### src/sv/ssc_pkg.sv
package ssc_pkg;

  localparam int unsigned ValW          = 11;
  localparam int unsigned StackDepthDef = 1024;
  localparam logic [ValW-1:0] MaxValueRst = 11'd1024;

  // one run of consecutive pushed values, lo at the bottom
  typedef struct packed {
    logic [ValW-1:0] lo;
    logic [ValW-1:0] hi;
  } run_t;

endpackage

### src/sv/ssc_in_if.sv
interface ssc_in_if
  import ssc_pkg::*;
();
  logic            valid;
  logic            ready;
  logic [ValW-1:0] value;
  logic            first_item;

  modport source (output valid, output value, output first_item, input ready);
  modport sink   (input valid, input value, input first_item, output ready);
endinterface

### src/sv/ssc_out_if.sv
interface ssc_out_if
  import ssc_pkg::*;
();
  logic            valid;
  logic            ready;
  logic [ValW-1:0] push_count;
  logic            popped;
  logic            failed;

  modport source (output valid, output push_count, output popped, output failed, input ready);
  modport sink   (input valid, input push_count, input popped, input failed, output ready);
endinterface

### src/sv/ssc_ctrl.sv
module ssc_ctrl
  import ssc_pkg::*;
#(
  parameter int unsigned StackDepth = StackDepthDef,
  localparam int unsigned AddrW = $clog2(StackDepth),
  localparam int unsigned CntW  = $clog2(StackDepth) + 1
) (
  input  logic             clk_i,
  input  logic             rst_ni,
  input  logic [ValW-1:0]  max_value_i,
  ssc_in_if.sink           in_i,
  ssc_out_if.source        out_o,
  output logic             mem_wr_en_o,
  output logic [AddrW-1:0] mem_wr_addr_o,
  output run_t             mem_wr_run_o,
  output logic             mem_rd_en_o,
  output logic [AddrW-1:0] mem_rd_addr_o,
  input  run_t             mem_rd_run_i
);

  typedef enum logic {StIdle, StFill} state_e;

  localparam int unsigned CapInt = (StackDepth > 2047) ? 2047 : StackDepth;
  localparam logic [ValW-1:0] DepthCap = ValW'(CapInt);

  state_e          state_q, state_d;
  logic [ValW-1:0] last_q, last_d;
  logic [ValW-1:0] top_lo_q, top_lo_d;
  logic [ValW-1:0] top_hi_q, top_hi_d;
  logic            top_vld_q, top_vld_d;
  logic [CntW-1:0] cnt_q, cnt_d;
  logic            fail_q, fail_d;
  logic            out_vld_q, out_vld_d;
  logic [ValW-1:0] out_cnt_q, out_cnt_d;
  logic            out_pop_q, out_pop_d;
  logic            out_fail_q, out_fail_d;

  logic            accept;
  logic [ValW-1:0] want, limit, last_eff;
  logic            top_vld_eff, fail_eff;
  logic [CntW-1:0] cnt_eff;
  logic            do_push, do_pop, new_run;

  assign in_i.ready = (state_q == StIdle) && (!out_vld_q || out_o.ready);
  assign accept     = in_i.valid && in_i.ready;
  assign want       = in_i.value;
  assign limit      = (max_value_i < DepthCap) ? max_value_i : DepthCap;

  // first_item clears the state ahead of its own beat
  assign last_eff    = in_i.first_item ? '0 : last_q;
  assign top_vld_eff = in_i.first_item ? 1'b0 : top_vld_q;
  assign cnt_eff     = in_i.first_item ? '0 : cnt_q;
  assign fail_eff    = in_i.first_item ? 1'b0 : fail_q;

  // pushes always reach the wanted value, so a push is always followed by its pop
  assign do_push = (want > last_eff) && (want <= limit);
  assign do_pop  = (want <= last_eff) && top_vld_eff && (top_hi_q == want);
  assign new_run = do_push && (want != ValW'(last_eff + 1'b1));

  always_comb begin
    state_d    = state_q;
    last_d     = last_q;
    top_lo_d   = top_lo_q;
    top_hi_d   = top_hi_q;
    top_vld_d  = top_vld_q;
    cnt_d      = cnt_q;
    fail_d     = fail_q;
    out_vld_d  = out_vld_q && !out_o.ready;
    out_cnt_d  = out_cnt_q;
    out_pop_d  = out_pop_q;
    out_fail_d = out_fail_q;

    mem_wr_en_o   = 1'b0;
    mem_wr_addr_o = cnt_eff[AddrW-1:0];
    mem_wr_run_o  = '{lo: top_lo_q, hi: top_hi_q};
    mem_rd_en_o   = 1'b0;
    mem_rd_addr_o = AddrW'(cnt_eff - 1'b1);

    case (state_q)
      StIdle: begin
        if (accept) begin
          last_d    = do_push ? want : last_eff;
          top_vld_d = top_vld_eff;
          cnt_d     = cnt_eff;
          fail_d    = fail_eff || !(do_push || do_pop);

          if (new_run) begin
            // spill the current top run, the new run sits in registers
            if (top_vld_eff) begin
              mem_wr_en_o = 1'b1;
              cnt_d       = cnt_eff + 1'b1;
            end
            top_lo_d  = ValW'(last_eff + 1'b1);
            top_hi_d  = want - 1'b1;
            top_vld_d = 1'b1;
          end

          if (do_pop) begin
            if (top_hi_q == top_lo_q) begin
              if (cnt_eff != '0) begin
                mem_rd_en_o = 1'b1;
                cnt_d       = cnt_eff - 1'b1;
                state_d     = StFill;
              end else begin
                top_vld_d = 1'b0;
              end
            end else begin
              top_hi_d = top_hi_q - 1'b1;
            end
          end

          out_vld_d  = 1'b1;
          out_cnt_d  = do_push ? (want - last_eff) : '0;
          out_pop_d  = do_push || do_pop;
          out_fail_d = fail_d;
        end
      end
      StFill: begin
        top_lo_d = mem_rd_run_i.lo;
        top_hi_d = mem_rd_run_i.hi;
        state_d  = StIdle;
      end
      default: begin
        state_d = StIdle;
      end
    endcase
  end

  always_ff @(posedge clk_i or negedge rst_ni) begin
    if (!rst_ni) begin
      state_q    <= StIdle;
      last_q     <= '0;
      top_lo_q   <= '0;
      top_hi_q   <= '0;
      top_vld_q  <= 1'b0;
      cnt_q      <= '0;
      fail_q     <= 1'b0;
      out_vld_q  <= 1'b0;
      out_cnt_q  <= '0;
      out_pop_q  <= 1'b0;
      out_fail_q <= 1'b0;
    end else begin
      state_q    <= state_d;
      last_q     <= last_d;
      top_lo_q   <= top_lo_d;
      top_hi_q   <= top_hi_d;
      top_vld_q  <= top_vld_d;
      cnt_q      <= cnt_d;
      fail_q     <= fail_d;
      out_vld_q  <= out_vld_d;
      out_cnt_q  <= out_cnt_d;
      out_pop_q  <= out_pop_d;
      out_fail_q <= out_fail_d;
    end
  end

  assign out_o.valid      = out_vld_q;
  assign out_o.push_count = out_cnt_q;
  assign out_o.popped     = out_pop_q;
  assign out_o.failed     = out_fail_q;

`ifndef ASSERT_OFF
  a_fill_one_cycle: assert property (@(posedge clk_i) disable iff (!rst_ni)
    state_q == StFill |=> state_q == StIdle)
    else $error("refill took more than one cycle");

  a_no_accept_in_fill: assert property (@(posedge clk_i) disable iff (!rst_ni)
    state_q == StFill |-> !in_i.ready)
    else $error("beat accepted during refill");

  a_mem_rd_wr_excl: assert property (@(posedge clk_i) disable iff (!rst_ni)
    !(mem_rd_en_o && mem_wr_en_o))
    else $error("run memory read and write in one cycle");

  a_fail_no_push: assert property (@(posedge clk_i) disable iff (!rst_ni)
    out_vld_q && !out_pop_q |-> out_cnt_q == '0 && out_fail_q)
    else $error("failed beat carries pushes or no failure");

  a_fail_sticky: assert property (@(posedge clk_i) disable iff (!rst_ni)
    accept && !in_i.first_item && fail_q |=> out_fail_q)
    else $error("failure flag dropped without a clear");
`endif

endmodule

### src/flat_wrapper.sv
// flat-port wrapper written by rule: the top's interface ports become plain ports
module ssc_ctrl_flat import ssc_pkg::*;
#(
  parameter int unsigned StackDepth = StackDepthDef,
  localparam int unsigned AddrW = $clog2(StackDepth),
  localparam int unsigned CntW  = $clog2(StackDepth) + 1
)
  (clk_i, rst_ni, max_value_i, mem_wr_en_o, mem_wr_addr_o, mem_wr_run_o, mem_rd_en_o, mem_rd_addr_o, mem_rd_run_i, in_i_valid, in_i_value, in_i_first_item, in_i_ready, out_o_valid, out_o_push_count, out_o_popped, out_o_failed, out_o_ready);
  ssc_in_if in_i_i ();
  ssc_out_if out_o_i ();
  input  logic clk_i;
  input  logic rst_ni;
  input  logic [ValW-1:0] max_value_i;
  output logic mem_wr_en_o;
  output logic [AddrW-1:0] mem_wr_addr_o;
  output run_t mem_wr_run_o;
  output logic mem_rd_en_o;
  output logic [AddrW-1:0] mem_rd_addr_o;
  input  run_t mem_rd_run_i;
  input wire logic [$bits(in_i_i.valid)-1:0] in_i_valid;
  input wire logic [$bits(in_i_i.value)-1:0] in_i_value;
  input wire logic [$bits(in_i_i.first_item)-1:0] in_i_first_item;
  output wire logic [$bits(in_i_i.ready)-1:0] in_i_ready;
  output wire logic [$bits(out_o_i.valid)-1:0] out_o_valid;
  output wire logic [$bits(out_o_i.push_count)-1:0] out_o_push_count;
  output wire logic [$bits(out_o_i.popped)-1:0] out_o_popped;
  output wire logic [$bits(out_o_i.failed)-1:0] out_o_failed;
  input wire logic [$bits(out_o_i.ready)-1:0] out_o_ready;
  assign in_i_i.valid = in_i_valid;
  assign in_i_i.value = in_i_value;
  assign in_i_i.first_item = in_i_first_item;
  assign in_i_ready = in_i_i.ready;
  assign out_o_valid = out_o_i.valid;
  assign out_o_push_count = out_o_i.push_count;
  assign out_o_popped = out_o_i.popped;
  assign out_o_failed = out_o_i.failed;
  assign out_o_i.ready = out_o_ready;
  ssc_ctrl #(.StackDepth(StackDepth)) u_core (.clk_i(clk_i), .rst_ni(rst_ni), .max_value_i(max_value_i), .in_i(in_i_i), .out_o(out_o_i), .mem_wr_en_o(mem_wr_en_o), .mem_wr_addr_o(mem_wr_addr_o), .mem_wr_run_o(mem_wr_run_o), .mem_rd_en_o(mem_rd_en_o), .mem_rd_addr_o(mem_rd_addr_o), .mem_rd_run_i(mem_rd_run_i));
endmodule
### config.mk
export PLATFORM = sky130hd
export DESIGN_NAME = ssc_ctrl_flat
export DESIGN_NICKNAME = d
export VERILOG_FILES = /design/src/sv/ssc_pkg.sv /design/src/sv/ssc_in_if.sv /design/src/sv/ssc_out_if.sv /design/src/sv/ssc_ctrl.sv /design/src/flat_wrapper.sv
export SDC_FILE = /design/constraint.sdc
export NUM_CORES = 1
export LEC_CHECK = 0
export CAP_MARGIN = 10
export CELL_PAD_IN_SITES_DETAIL_PLACEMENT = 1
export CELL_PAD_IN_SITES_GLOBAL_PLACEMENT = 2
export CORE_ASPECT_RATIO = 0.75
export CORE_MARGIN = 4
export CORE_UTILIZATION = 35
export CTS_CLUSTER_DIAMETER = 80
export DETAILED_ROUTE_END_ITERATION = 8
export DONT_BUFFER_PORTS = 1
export PLACE_DENSITY = 0.88
export SLEW_MARGIN = 20
export SYNTH_ARGS = -nofsm -noshare
export SYNTH_HDL_FRONTEND = slang
export SYNTH_SLANG_ARGS = --single-unit
### constraint.sdc
create_clock -name clk_i -period 4.5 [get_ports clk_i]
set_clock_uncertainty 0.15 [all_clocks]
set_input_delay 0.9 -clock clk_i [delete_from_list [all_inputs] [get_ports clk_i]]
set_output_delay 0.9 -clock clk_i [all_outputs]
set_load 0.01 [all_outputs]
-- Word level (Yosys, flattened, before mapping)
Index checks and enable logic that the tools add are counted.
- input bits: 49
- word-level logic and storage cells: 78
- bits in latches: 0
- output and inout bits: 59
- bits in registers: 60
- memory bits (writable): 0
- ROM bits: 0
- memories kept: 0
- mux-type cells: 36
- order comparisons: 4
- multipliers: 0
- eq/ne operators: 5
- bitwise operators: 1
- reductions and logical operators: 16
- div/mod/pow operators: 0
- shift-type cells: 0
- add/subtract/negate cells: 6
- operators by type and width (operator ; number):
    two-way mux 11 bit ; 16
    case mux 11 bit (2 select lines) ; 2
    subtractor 11 x 1 -> 11 bit (second input constant) ; 3
    adder 11 x 1 -> 11 bit (second input constant) ; 2
    equality test 11 bit ; 2
    <= comparator 11 bit ; 2
    two-way mux 1 bit ; 17
    > comparator 11 bit ; 1
    < comparator 11 bit (second input constant) ; 1
    != test 11 bit ; 1
    nonzero test 11 bit ; 1
    subtractor 11 bit ; 1
    logical AND 1 bit ; 7
    != test 2 x 1 -> 1 bit (second input constant) ; 2
    AND reduction 2 bit ; 2
    logical NOT 1 bit ; 3
    logical OR 1 bit ; 3
    case mux 1 bit (2 select lines) ; 1
    inverter 1 bit ; 1

-- Logic depth before layout (Yosys ltp)
Gate-level depths: netlist (run 1).
- word-level depth: 10
- depth in mapped cells: 16

-- Worst setup path before layout (run 1)
No wires, ideal clock.
- path type: input to output
- start: input port in_i_first_item
- end: output port mem_rd_en_o
- arrival time: 3683 ps
- setup slack: -233 ps
- buffers on the path: 5
- stages: 14
- cell sequence: buf_6 buf_2 clkbuf_1 clkbuf_1 nor2b_1 inv_1 ha_1 nand2_1 o21ai_1 a211oi_2 o2111ai_1 or3_1 clkbuf_1 nor2_2
- longest elaborated chain between the ends: 7
- elaborated cells on any way between the ends: 12
- classes of those cells: 1 x order compare; 8 x mux; 3 x reduce/logical
- ends and longest elaborated chain (item ; RTL line ; source):
    from (decl) ; flat_wrapper.sv:22 ; input wire logic [$bits(in_i_i.first_item)-1:0] in_i_first_item;
    two-way mux 11 bit, on equally long branches ; ssc_ctrl.sv:50, ssc_ctrl.sv:52 ;
    <= comparator 11 bit / nonzero test 11 bit (equally long branches) ; ssc_ctrl.sv:57, ssc_ctrl.sv:100 ;
    logical AND 1 bit / two-way mux 1 bit (equally long branches) ; ssc_ctrl.sv:57, ssc_ctrl.sv:100 ;
    logical AND 1 bit / two-way mux 1 bit (equally long branches) ; ssc_ctrl.sv:57, ssc_ctrl.sv:99 ;
    two-way mux 1 bit * ; ssc_ctrl.sv:98 ; if (do_pop) begin
    two-way mux 1 bit * ; ssc_ctrl.sv:81 ; if (accept) begin
    two-way mux 1 bit * ; ssc_ctrl.sv:79 ; case (state_q)
    to (decl) ; flat_wrapper.sv:17 ; output logic mem_rd_en_o;
Every way passes the cells marked *; elsewhere a longest branch is shown, timed or not.

-- Worst setup path after layout (run 1)
Same ends and word-level chain as after synthesis.

==> qor.yml, run 1 <==
status: "complete, no violations"
leakagePower_uw: 0.00234
p_per_area_nw_per_um2: 444
place.gp.congestion: 0.884
slew-limit-headroom_pct: 50.2
syn_area_per_cell_um2: 8.52
finish.utilization_pct: 39.5
yosysSeqAreaShare_pct: 28.7
dr.pass1.iters: 4
layout.cells.most_common: "dfrtp_1"
critPathArrivalTime_ns: 3.24
synth_area_um2: 5240
hp-class: "in -> async"
crit_family: "simple AND/OR/NAND/NOR gates"
multiInputGateArea_um2: 3460
max_stage_delay_ns: 0.43
vdd_drop_max_mv: 0.197
grt_setup_unrepaired: "false"
start_util_pct: 36.0
ios: 108
tns_ns: 0
row_count: 38
hold_violations: 0
gr-usage-met1_pct: 31.7
cp_max_fo: 52
finalPower_uw: 2550
synth.area.top_cells: "dfrtp_1 (29%), ha_1 (6.7%), xor2_1 (5.5%), xnor2_1 (4.3%), nand2_1 (3.7%)"
worst_pin_slew_ns: 0.741
slowest_stage: "or3_4"
gr-usage-all-layers_pct: 22.0
crit_cells: 9
crit_path_start_kind: "input port"
wl_um: 18500
instances_no_fill: 801
clock-root-buffer: "clkbuf_16"
port_buffers: 0
syn_nets: 693
die_w_um: 149
criticalPathCategory: "in -> out"
end_kind: "output pin"
nets: 675
reg2regPathDepth: 10
dieArea_um2: 17000
busiest_layer: "met2"
cts_setup_buffers: 0
via_per_inst: 6.03
core_um2: 14500
hpwl_um: 13900
max_freq_ghz: 0.233
yosysTopAreaCell: "dfrtp_1"
worstPathRequired_ns: 3.45
drive_gt1_share_pct: 8.32
use_met3_pct: 6.24
r2r_start: "u_core.last_q[2]"
first_iter_violations: 310
regArea_um2: 1500
ant_nets: 0
worst-path-buf-inv: 1
fin_crit_ns: 4.29
rr_endpoint: "u_core.cnt_q[7]"
finalCritPeriodShare_pct: 95.3
synth-edff-count: 0
grt_overflow: 0
path_cells: "nor2b_1 > inv_1 > ha_1 > and4_1 > nand4_1 > mux2i_4 > o2111ai_2 > or3_4 > nor2_4"
area_delta_synth_final_pct: 9.63
vias: 4832
grt_pass1_vias: 5027
place_inst: 786
synth_top_area_share_pct: 28.7
ctsHoldBuffers: 0
synth.distinct_cells: 80
synthFlopType: "dfrtp_1"
clk_latency_ns: 0.33
clk_pin_slew_ns: 0.05
cts_max_path_buffers: 2
startpoint: "in_i_first_item"
grt_first_pass_wirelength_um: 29500
cts.sinks: 60
gr-usage-met2_pct: 33.2
die_h_um: 114
n_fill_cell: 1741
reg2reg_setup_slack_ns: 0.76
maxCapViolCount: 0
yosysWarnings: 0
final-setup-viol-count: 0
cts_inserted_buffers: 9
n_antenna_cell: 0
cp-endpoint: "mem_rd_en_o"
ctsResizeCount: 0
layout_common_cells: "dfrtp_1 (60), nand2_1 (52), nor2_1 (38)"
antenna_found_initial: 0
synth_seq_cells: 60
syn_inst: 615
async_flop_share_pct: 100
h-tree-depth: 3
cts_tree: "built"
wl_per_cell_um: 23.1
drc: 0
grt_start_max_net_pins: 61
slew_viol_final: 0
[routing by layer]
metal  part of all wire [%]  routed length (µm)
met5                      0                   0
met3                    7.7                1440
met4                   0.91                 169
met1                     47                8630
met2                     45                8280
[through the flow]
step,area [µm²],worst slack (ns),hold WS (ns)
final,5740,0.211,0.117
after global routing,5740,0.0671,0.0934
after CTS,5720,0.103,0.102
after detailed placement,5420,0.148,0.397
after global placement,5420,0.310,0.380
after floorplan,5260,0.00229,0.351
[registers in the layout, summed over array words and instances (netlist names)]
register,count
u_core.out_o.popped,1
u_core.cnt_q,11
u_core.out_o.push_count,11
u_core.state_q,1
u_core.top_hi_q,11
u_core.out_o.valid,1
u_core.top_lo_q,11
u_core.fail_q,1
u_core.last_q,11
u_core.top_vld_q,1
[logic make-up (layout without fill, tap and decap cells)]
kind of cell / after synthesis / in the layout / share of synthesized area, %
buffers and inverters: 76 / 62 / 6.09
xor gates and xnor gates: 61 / 61 / 10.7
and+or+nand+nor: 223 / 223 / 22.6
adders and majority gates: 29 / 29 / 7.07
DFF: 60 / 60 / 28.7
muxes: 10 / 10 / 2.05
AOI/OAI and AO/OA: 156 / 156 / 22.8
[synth_stat cells, types with 5 or more instances]
cell,n
a211oi_1,5
a21oi_1,27
a221o_1,11
a22o_1,14
and2_1,6
and3_1,8
buf_2,9
clkbuf_1,30
dfrtp_1,60
ha_1,28
inv_1,32
mux2i_1,6
nand2_1,52
nand2b_1,10
nand3_1,17
nand4_1,9
nor2_1,38
nor2b_1,21
nor3_1,22
nor4_1,11
o211ai_1,6
o21a_1,6
o21ai_0,21
o21ai_1,5
o31ai_1,5
or3_1,6
xnor2_1,26
xor2_1,33
[worst min path at each step]
stage                      startpoint                          to  slack [ns]  cells past startpoint
floorplan           u_core.last_q[10]           u_core.last_q[10]        0.35                      1
finish                         rst_ni  u_core.out_o.push_count[7]        0.12                      0
global placement        u_core.fail_q               u_core.fail_q        0.38                      2
detailed placement  u_core.last_q[10]           u_core.last_q[10]        0.40                      1
global route                   rst_ni          u_core.top_hi_q[9]        0.09                      0
CTS                            rst_ni          u_core.top_hi_q[4]        0.10                      0
[layout make-up]
type,count,share of cell area [%]
clock buffers,14,4.77
clock inverters,1,0.523
inverters,33,2.16
multi-input cells,479,60.2
flip-flops and latches,60,26.1
well taps,200,4.36
repair buffers,14,1.83
[where the power goes]
group          internal [µW]  switching, µW  total, µW
logic                    375            485        861
registers                672            297        969
clock network            471            247        718
No activity file was read; power rests on OpenSTA's default activity.
==> run 2, diff against run 1 <==
--- a/constraint.sdc
+++ b/constraint.sdc
@@ -4,2 +4,2 @@
 set_output_delay 0.9 -clock clk_i [all_outputs]
-set_load 0.01 [all_outputs]
+set_load 0.05 [all_outputs]
==> qor.yml, run 2 (same netlist as run 1, synthesis figures left out) <==
status: "complete, no violations"
final-setup-viol-count: 0  # unchanged
slew-limit-headroom_pct: 42.3  # -7.8 points
finalPower_uw: 3040  # +19%
n_antenna_cell: 0  # unchanged
finish.utilization_pct: 40.7  # +1.2 points
swShare_pct: 49.2  # +8.8 points
cts_tree: "built"
cts.sinks: 60  # unchanged
switchingPower_uw: 1500  # +45%
grt_overflow: 0  # unchanged
internal_power_uw: 1540  # +1.6%
worst_pin_slew_ns: 0.865  # +0.124 ns
drc: 0  # unchanged
hold_violations: 0  # unchanged
power_frac_seq_pct: 41.0  # +3.0 points
grt_first_pass_wirelength_um: 30100  # +2.1%
antenna_found_initial: 0  # unchanged
wl_um: 19000  # +2.5%
place.gp.congestion: 0.911  # +3.1%
vias: 4924  # +1.9%
worstPathRequired_ns: 3.45  # about the same
cts_setup_buffers: 0  # unchanged
grt_setup_unrepaired: "false"
cts_max_path_buffers: 2  # unchanged
first_iter_violations: 355  # +15%
power.share.combinational_pct: 35.4  # +1.6 points
layout_common_cells: "dfrtp_1 (60), nand2_1 (52), nor2_1 (38)"
grt_start_max_net_pins: 61  # unchanged
via_per_inst: 5.97  # -1.1%
ios: 108  # unchanged
clock-root-buffer: "clkbuf_16"
vdd_drop_max_mv: 0.320  # +62%
crit_path_start_kind: "input port"
clk_latency_ns: 0.34  # about the same
drive_gt1_share_pct: 12.0  # +3.7 points
core_um2: 14500  # unchanged
die_h_um: 114  # unchanged
dr.pass1.iters: 4  # unchanged
tns_ns: 0  # unchanged
start_util_pct: 36.0  # unchanged
nets: 698  # +3.4%
grt_pass1_vias: 5151  # +2.5%
pwr-share-clk_pct: 23.6  # -4.6 points
h-tree-depth: 3  # unchanged
dieArea_um2: 17000  # unchanged
slew_viol_final: 0  # unchanged
whs_ns: 0.100  # -0.0173 ns
ctsHoldBuffers: 0  # unchanged
fin_crit_ns: 4.33  # +0.0446 ns
layout.cells.most_common: "dfrtp_1"
hpwl_um: 14300  # +3.3%
ctsResizeCount: 0  # unchanged
p_per_area_nw_per_um2: 514  # +16%
critPathArrivalTime_ns: 3.28  # +0.04 ns
criticalPathCategory: "in -> out"
finalCritPeriodShare_pct: 96.3  # +0.99 points
port_buffers: 0  # unchanged
maxCapViolCount: 0  # unchanged
gr-usage-all-layers_pct: 22.5  # +0.51 points
leakagePower_uw: 0.00246  # +5.1%
end_kind: "output pin"
area_delta_synth_final_pct: 12.9
cp_max_fo: 52  # unchanged
row_count: 38  # unchanged
ant_nets: 0  # unchanged
die_w_um: 149  # unchanged
max_freq_ghz: 0.231  # -1.0%
clk_pin_slew_ns: 0.06  # about the same
cts_inserted_buffers: 9  # unchanged
wl_per_cell_um: 23.0  # -0.48%
hp-class: "in -> async"
## run 2: power groups by stage
stage	clock network (µW)	registers, µW	logic (µW)
floorplan	0	1140	858
global placement	0	1250	1020
detailed placement	0	1260	1070
CTS	733	1240	1080
global route	755	1270	1170
finish	719	1250	1080
## run 2: per-layer routing
layer | track usage [%] | vias up | wire length, µm
met1 | 32.5 | 2509 | 8950
met2 | 34.2 | 143 | 8580
met5 | 0 | - | 0
met3 | 5.20 | 21 | 1170
met4 | 5.61 | 0 | 287
li1 | - | 2251 | -
## run 2: worst paths after layout
check	start	end	slack, ns	cells after the start
max reg2reg	u_core.last_q[8]	u_core.cnt_q[7]	0.85	9
max	in_i_first_item	mem_rd_en_o	0.17	9
min reg2reg	u_core.last_q[9]	u_core.last_q[9]	0.42	1
max in group asynchronous	rst_ni	u_core.last_q[3]	3.95	0
min	rst_ni	u_core.out_o.push_count[7]	0.10	0
min in group clk_i	u_core.last_q[9]	u_core.last_q[9]	0.42	1
## run 2: per-stage QoR
step | cell area (µm²) | worst slack [ns] | std cells
after global placement | 5610 | 0.295 | 809
after detailed placement | 5610 | 0.169 | 809
after floorplan | 5300 | 0.00544 | 615
after CTS | 5920 | 0.173 | 825
after global routing | 5920 | 0.0509 | 825
final | 5920 | 0.166 | 825
## run 2: critical path, stage by stage
cell and delay (ns):
nor2b_1 0.16, inv_1 0.08, ha_1 0.36, and4_1 0.32
nand4_1 0.13, mux2i_2 0.35, o2111ai_2 0.19, or3_1 0.41
nor2_4 0.36
## run 2: area by class of cell
cell class | count | area [µm²]
fill | 1746 | 8630
clock inverter | 4 | 47.5
tap | 200 | 250
clock buffer | 12 | 256
sequential | 60 | 1500
multi-input combinational | 479 | 3460
timing repair buffer | 37 | 278
inverter | 33 | 124
